[src/design/video_frame_unit_converter_unit_assert.svh]
// Assertion macros for the raw video unit converter.
// Used by vfuc_div; empty when SYNTHESIS is defined.
`ifndef VIDEO_FRAME_UNIT_CONVERTER_UNIT_ASSERT_SVH
`define VIDEO_FRAME_UNIT_CONVERTER_UNIT_ASSERT_SVH
`ifndef SYNTHESIS
`define VFUC_ASSERT_IMP(lbl, ante, cons) \
    lbl: assert property (@(posedge aclk) disable iff (!aresetn) (ante) |-> (cons)) \
        else $error("vfuc assertion failed");
`define VFUC_ASSERT_NEXT(lbl, ante, cons) \
    lbl: assert property (@(posedge aclk) disable iff (!aresetn) (ante) |=> (cons)) \
        else $error("vfuc assertion failed");
`else
`define VFUC_ASSERT_IMP(lbl, ante, cons)
`define VFUC_ASSERT_NEXT(lbl, ante, cons)
`endif
`endif

[src/design/vfuc_pkg.sv]
// Shared types and constants of the raw video unit converter.
// No dependencies.
package vfuc_pkg;

    localparam int SW = 31;
    localparam int FW = 47;
    localparam int DW = 46;
    localparam int AW = 64;

    localparam logic [1:0] U_BYTES  = 2'd0;
    localparam logic [1:0] U_FRAMES = 2'd1;
    localparam logic [1:0] U_TIME   = 2'd2;

    localparam logic [2:0] FMT_I420 = 3'd0;
    localparam logic [2:0] FMT_YV12 = 3'd1;
    localparam logic [2:0] FMT_YUY2 = 3'd2;
    localparam logic [2:0] FMT_UYVY = 3'd3;
    localparam logic [2:0] FMT_AYUV = 3'd4;
    localparam logic [2:0] FMT_RGBX = 3'd5;
    localparam logic [2:0] FMT_BGRX = 3'd6;
    localparam logic [2:0] FMT_UNKNOWN = 3'd7;

    localparam logic [2:0] REG_FMT    = 3'd0;
    localparam logic [2:0] REG_WIDTH  = 3'd1;
    localparam logic [2:0] REG_HEIGHT = 3'd2;
    localparam logic [2:0] REG_NUM    = 3'd3;
    localparam logic [2:0] REG_DEN    = 3'd4;

    localparam logic [29:0] NS_PER_S = 30'd1000000000;
    localparam logic [AW-1:0] POS_MAX = 64'h7FFF_FFFF_FFFF_FFFF;

    typedef enum logic [1:0] {K_PASS, K_BAD, K_MUL} kind_t;

    typedef struct packed {
        logic [15:0]   num;
        logic [15:0]   den;
        logic [SW-1:0] size;
        logic [FW-1:0] fs;
        logic [DW-1:0] gd;
    } vfuc_cfg_t;

    typedef struct packed {
        kind_t         kind;
        logic [DW-1:0] d;
        logic [DW-1:0] hi;
        logic [AW-1:0] lq;
    } prod_t;

endpackage

[src/design/vfuc_cfg.sv]
// Configuration registers and derived frame size, rate products.
// Depends on vfuc_pkg.
module vfuc_cfg import vfuc_pkg::*; (
    input  logic        aclk,
    input  logic        aresetn,
    input  logic        cfg_valid,
    input  logic [2:0]  cfg_index,
    input  logic [15:0] cfg_data,
    output vfuc_cfg_t   cfg
);

    logic [2:0]    fmt_reg;
    logic [13:0]   w_reg, h_reg;
    logic [15:0]   num_reg, den_reg;
    logic [SW-1:0] size_reg, size_next;
    logic [FW-1:0] fs_reg;
    logic [DW-1:0] gd_reg;

    logic [14:0] w4, h2, w2, wc4, w2x;
    logic [13:0] wh, hh;
    logic [15:0] yw;
    logic [29:0] t1, yuy, rgb;
    logic [28:0] t2;

    always_comb begin
        w4  = ({1'b0, w_reg} + 15'd3) & ~15'd3;
        h2  = ({1'b0, h_reg} + 15'd1) & ~15'd1;
        w2  = ({1'b0, w_reg} + 15'd1) & ~15'd1;
        wh  = w2[14:1];
        hh  = h2[14:1];
        wc4 = ({1'b0, wh} + 15'd3) & ~15'd3;
        w2x = {w_reg, 1'b0};
        yw  = ({1'b0, w2x} + 16'd3) & ~16'd3;
        t1  = 30'(w4) * 30'(h2);
        t2  = 29'(wc4) * 29'(hh);
        yuy = 30'(yw) * 30'(h_reg);
        rgb = 30'(w_reg) * 30'(h_reg);
        case (fmt_reg)
            FMT_I420, FMT_YV12: size_next = SW'(t1) + {1'b0, t2, 1'b0};
            FMT_YUY2, FMT_UYVY: size_next = SW'(yuy);
            FMT_AYUV, FMT_RGBX, FMT_BGRX: size_next = SW'({rgb[28:0], 2'b00});
            default: size_next = '0;
        endcase
    end

    always_ff @(posedge aclk) begin
        if (!aresetn) begin
            fmt_reg  <= FMT_UNKNOWN;
            w_reg    <= '0;
            h_reg    <= '0;
            num_reg  <= '0;
            den_reg  <= 16'd1;
            size_reg <= '0;
            fs_reg   <= '0;
            gd_reg   <= DW'(NS_PER_S);
        end else begin
            if (cfg_valid) begin
                case (cfg_index)
                    REG_FMT:    fmt_reg <= cfg_data[2:0];
                    REG_WIDTH:  w_reg   <= cfg_data[13:0];
                    REG_HEIGHT: h_reg   <= cfg_data[13:0];
                    REG_NUM:    num_reg <= cfg_data;
                    REG_DEN:    den_reg <= cfg_data;
                    default: ;
                endcase
            end
            size_reg <= size_next;
            fs_reg   <= FW'(num_reg) * FW'(size_reg);
            gd_reg   <= DW'(den_reg) * DW'(NS_PER_S);
        end
    end

    assign cfg.num  = num_reg;
    assign cfg.den  = den_reg;
    assign cfg.size = size_reg;
    assign cfg.fs   = fs_reg;
    assign cfg.gd   = gd_reg;

endmodule

[config.mk]
export PLATFORM = sky130hd
export DESIGN_NAME = vfuc_cfg
export DESIGN_NICKNAME = d
export VERILOG_FILES = /design/src/design/video_frame_unit_converter_unit_assert.svh /design/src/design/vfuc_pkg.sv /design/src/design/vfuc_cfg.sv
export SDC_FILE = /design/constraint.sdc
export NUM_CORES = 2
export LEC_CHECK = 0
export ABC_CLOCK_PERIOD_IN_PS = 8200
export BUFFER_PORTS_ARGS = -buffer_cell sky130_fd_sc_hd__buf_4
export CAP_MARGIN = 20
export CELL_PAD_IN_SITES_DETAIL_PLACEMENT = 0
export CELL_PAD_IN_SITES_GLOBAL_PLACEMENT = 1
export CORE_UTILIZATION = 46
export DETAILED_ROUTE_END_ITERATION = 16
export PLACE_DENSITY_LB_ADDON = 0.1
export SETUP_SLACK_MARGIN = 0.2
export SKIP_CTS_REPAIR_TIMING = 1
export SLEW_MARGIN = 0
export SYNTH_ARGS = -nofsm -noshare
export SYNTH_HDL_FRONTEND = slang
export SYNTH_SLANG_ARGS = --single-unit
export TNS_END_PERCENT = 5
[constraint.sdc]
create_clock -name aclk -period 8.2 [get_ports aclk]
set_clock_uncertainty 0.05 [all_clocks]
set_input_delay 0.82 -clock aclk [delete_from_list [all_inputs] [get_ports aclk]]
set_output_delay 0.82 -clock aclk [all_outputs]
set_load 0.03 [all_outputs]
Word-level counts from Yosys, hierarchy flattened --
Cells that the tools add are included.
Word-level totals: register bits after elaboration 187, bits of input ports 22, output and inout bits 156, word-level logic and storage cells 42
Operators by class: add/subtract/negate cells 6, $mul 6, eq/ne operators 10, mux-type cells 1, reductions and logical operators 10
Operators with widths (number):
- 31-bit case mux with 3 select lines | 1
- 14-bit by 14-bit multiplier with 28-bit output | 2
- 13-bit by 14-bit multiplier with 27-bit output | 2
- 16-bit by 31-bit multiplier with 47-bit output | 1
- 16-bit by 21-bit multiplier with 37-bit output, second input constant | 1
- 30-bit by 30-bit adder with 31-bit output | 1
- 14-bit by 1-bit adder with 15-bit output, second input constant | 2
- 14-bit by 2-bit adder with 15-bit output, second input constant | 2
- 15-bit by 2-bit adder with 16-bit output, second input constant | 1
- 3-bit by 2-bit == test with 1-bit output, second input constant | 4
- 3-bit == test, second input constant | 4
- 2-bit AND reduction | 5
- 3-bit by 1-bit == test with 1-bit output, second input constant | 2
- 3-bit logical NOT | 2
- 2-bit OR reduction | 2
- 3-bit OR reduction | 1

Depth between registers and ports, before layout --
depth in word-level cells 5, gate-level depth with buffers 42, gate-level depth less buffers 40

Least setup slack after synthesis --
OpenSTA, ideal clock, no wires.
path kind register to register, start point reg w_reg[0], end point reg size_reg[27], arrival 8.603 ns, data required time 8.079 ns, setup slack -0.524 ns, cell stages (with the launch flop) 39, buffers on the path 3, period minus slack after synthesis 8.724 ns, path through dfxtp_1 -> clkbuf_1 -> inv_1 -> ha_1 -> nor2_1 -> a2111oi_4 -> nand2b_2 -> or3_1 -> buf_2 -> nor4_4 -> nand2b_4 -> xor2_1 -> nand2_1 -> fa_1 -> fa_1 -> inv_1 -> fa_1 -> fa_1 -> [3 not listed] -> ha_1 -> a21o_1 -> a21o_1 -> a21oi_1 -> nand3_1 -> a21oi_1 -> nand2b_1 -> a21oi_1 -> xnor2_1 -> ha_1 -> clkbuf_1 -> nand4_1 -> or4_1 -> a32oi_1 -> xor2_1 -> nor2_1 -> a211o_1 -> a21oi_1
On the way: cells in the longest elaborated chain, start to end 5
Ends and longest elaborated chain:
- start: declaration | RTL line vfuc_cfg.sv:13 | logic [13:0] w_reg, h_reg;
- start signal: assignment | RTL line vfuc_cfg.sv:60 | REG_WIDTH: w_reg <= cfg_data[13:0];
- 14-bit by 1-bit adder with 15-bit output | RTL line vfuc_cfg.sv:28 | w2 = ({1'b0, w_reg} + 15'd1) & ~15'd1;
- 14-bit by 2-bit adder with 15-bit output | RTL line vfuc_cfg.sv:31 | wc4 = ({1'b0, wh} + 15'd3) & ~15'd3;
- 13-bit by 14-bit multiplier with 27-bit output | RTL line vfuc_cfg.sv:35 | t2 = 29'(wc4) * 29'(hh);
- 30-bit by 30-bit adder with 31-bit output | RTL line vfuc_cfg.sv:39 | FMT_I420, FMT_YV12: size_next = SW'(t1) + {1'b0, t2, 1'b0};
- 31-bit case mux with 3 select lines (*) | RTL line vfuc_cfg.sv:38 | case (fmt_reg)
- end signal: assignment | RTL line vfuc_cfg.sv:67 | size_reg <= size_next;
- end: declaration | RTL line vfuc_cfg.sv:15 | logic [SW-1:0] size_reg, size_next;
Mark *: on every way between the ends. The rest lies on a longest branch, timed or not. A chain may end at the register's enable or synchronous reset.

Worst setup path in the final report --
Ends and elaborated chain as after synthesis.

==> run_results.csv <==
group,metric,value,unit
run_status,status,"complete, but fails checks",
run_status,violations,"setup timing",
place,port_buffers,164,
critical_path,timing.critical_path.mode_cell,"fa_1",
timing,relSlewSlack,32.1,%
timing,fin_ws,-0.309,ns
synth,ys_seq_elements,174,
clock_tree,clkSlewWorstSetupHoldPaths,0.09,ns
timing,min_period,8.51,ns
final_layout,final-seq-area,3500,sq um
synth,synth-edff-count,0,
critical_path,cp_top_family,"adder cells",
synth,ys_types,84,
clock_tree,clk_latency,0.57,ns
worst_hold_path,hold_path_class,"flop to flop",
detailed_routing,wl_per_cell,20.8,microns
floorplan,die-height,344,microns
timing,drv_slew,0,
synth,synthMuxAreaShare,0.186,%
floorplan,rows,124,
flow_run,maxCapViolCount,0,
synth,synthSimpleGateAreaFrac,17.1,%
final_layout,nFillCells,11200,
critical_path,r2r_cells,36,
synth,synthFlopType,"dfxtp_1",
timing,fin_crit_sh,104,%
floorplan,core_area,115000,sq um
synth,synth_common_cells,"inv_1, fa_1, nand2_1, ha_1, and2_1",
global_routing,overflow,0,
clock_tree,cts_tree,"done",
floorplan,dieArea,118000,sq um
final_layout,nets,8169,
synth,synthCells,6147,
timing,max_freq,0.118,GHz
clock_tree,htreeDepth,4,
synth,synth_compound_area_share,7.62,%
detailed_routing,drt_first_iter_violations,2275,
floorplan,die_x,344,microns
critical_path,cp.depth,36,
place,gp_congestion,0.944,
detailed_routing,wl,166,mm
detailed_routing,num_vias,41500,
critical_path,critPathKind,"flop to flop",
synth,synth_xor_area_share,3.89,%
critical_path,cp_data_arrival_time,8.95,ns
pwr,p_per_area,43.0,nW/um^2
clock_tree,cts_sinks,174,
synth,synthAdderAreaFrac,53.8,%
place,hpwl,138,mm
timing,hold_viol,0,
synth,synth_top_family_by_area,"adder cells",
critical_path,slowest_stage,"fa_1",
final_layout,flow.area_growth_from_synthesis,11.6,%
pwr,leakage,0.0298,uW
place,place_area,59000,sq um
floorplan,num_io_pins,178,
critical_path,cp-startpoint,"w_reg[0]",
critical_path,cp_num_buf_inv,5,
clock_tree,clk_path_buf_depth,2,
synth,synth.top_cell.area_share,39.3,%
synth,synth_area,53700,sq um
global_routing,grt.total_usage,29.3,%
timing,rsz0062_at_grt,"yes",
critical_path,r2r_slack,-0.31,ns
timing,setup_viol,6,
critical_path,critPathCaptureType,"flop",
critical_path,r2r-end,"size_reg[27]",
critical_path,timing.rr.start,"w_reg[0]",
critical_path,cpPeakStageDelay,0.56,ns
global_routing,antenna_found_initial,7,
critical_path,crit_required,8.64,ns
pwr,ir_drop,0.184,mV
clock_tree,cts_made_buffers,17,
detailed_routing,ant_nets,0,
timing,hold_slack,0.425,ns
floorplan,initial_core_util,46.7,%
critical_path,path_max_fanout,5,
critical_path,crit_end,"size_reg[27]",
critical_path,critPathLaunchType,"flop",
final_layout,multi_input_area,44900,sq um
global_routing,grt_max_degree,64,
final_layout,fin_area,59900,sq um
synth,ys_top_cells_by_area,"fa_1, ha_1, inv_1",
global_routing,grt_pass1_vias,43900,
synth,ys_warn_count,0,
detailed_routing,via_per_inst,5.19,
synth,syn_area_per_cell,8.74,sq um
detailed_routing,drc,0,
synth,synth.largest_area_cell,"fa_1",
final_layout,drive_gt1_share,10.6,%
clock_tree,cts_root_buf,"clkbuf_16",
timing,tightest_slew,1.02,ns
synth,yosysMostFrequentCell,"inv_1",
synth,yosysSeqAreaShare,6.49,%
synth,synthArstFlopShare,0,%
global_routing,grt_pass1_wl,260,mm
detailed_routing,dr.pass1.iters,6,
final_layout,largest_reg_flops,45,
==> tightest hold or removal path, stage by stage (launching register included) <==
cell      delay (ns)
dfxtp_1         0.32
nand2_1         0.05
a21boi_0        0.06
==> worst min-delay path by stage <==
| stage | from | endpoint | cells after the start |
|---|---|---|---|
| CTS | num_reg[11] | num_reg[11] | 2 |
| global placement | num_reg[11] | num_reg[11] | 2 |
| floorplan | fmt_reg[0] | fmt_reg[0] | 2 |
| global route | num_reg[11] | num_reg[11] | 2 |
| finish | num_reg[11] | num_reg[11] | 2 |
| detailed placement | num_reg[11] | num_reg[11] | 2 |
==> power breakdown <==
group	leakage (uW)	internal (uW)	total, uW	switching (uW)
clock network	0.000299	414	904	490
registers	0.00141	876	901	25.0
logic	0.0280	293	774	482
==> layout make-up <==
cell class,instances,share of cell area (%)
flip-flops and latches,174,5.83
inverters,1268,7.94
clock inverters,15,0.326
repair buffers,557,7.11
diodes,2,0.00835
well taps,1512,3.16
multi-input cells,4452,74.9
clock buffers,17,0.710
==> routing by layer <==
layer	wire length [microns]	vias to the layer above	global-route usage [%]	part of all wire [%]
met3	8640	152	4.06	5.2
met4	4050	2	7.69	2.4
li1	-	19300	-	-
met1	74700	21100	39.7	45
met2	78500	977	49.0	47
met5	13	-	0	0.0078
==> layout by cell type (no fill, tap or decap), types with 7 or more instances in the layout <==
master,synthesis,final
a211oi_1,21,19
a21boi_0,63,63
a21o_1,99,99
a21oi_1,170,160
a21oi_2,0,9
a31oi_1,30,27
and2_1,473,472
and3_1,29,27
buf_4,14,548
clkbuf_16,0,17
clkinv_8,0,7
conb_1,2,27
dfxtp_1,174,168
fa_1,1055,1055
ha_1,622,615
ha_4,0,7
inv_1,1268,1268
mux2i_1,10,10
nand2_1,772,771
nand2b_1,32,31
nand3_1,56,55
nand4_1,27,27
nor2_1,242,233
nor2_2,0,9
nor2b_1,174,174
nor3_1,28,24
o211ai_1,11,11
o21a_1,25,24
o21ai_0,99,94
o21bai_1,20,20
o22ai_1,8,8
o31ai_1,7,7
or2_2,11,11
or3_1,9,8
xnor2_1,145,136
xnor2_2,1,8
xor2_1,92,87
==> logic make-up (layout without fill, tap and decap cells) <==
logic type	count (synthesis)	count (layout)
buffers and inverters	1546	1857
other	2	29
adder cells (fa/ha/maj)	1677	1677
AND/OR/NAND/NOR	1878	1878
AO/OA/AOI/OAI	622	622
flip-flops	174	174
XOR/XNOR	238	238
multiplexers	10	10
==> through the flow <==
step	utilization, %	setup TNS (ns)	power (uW)	worst slack [ns]	std cells
global route	52.1	-4.45	2730	-0.618	7995
CTS	51.8	-3.16	2620	-0.601	7990
detailed placement	51.3	-2.52	1690	-0.548	7958
global placement	51.3	-1.98	1690	-0.456	7958
floorplan	-	-0.257	1410	-0.102	6172
finish	52.1	-1.15	2580	-0.309	7997
Power figures use the tool's default switching activity.
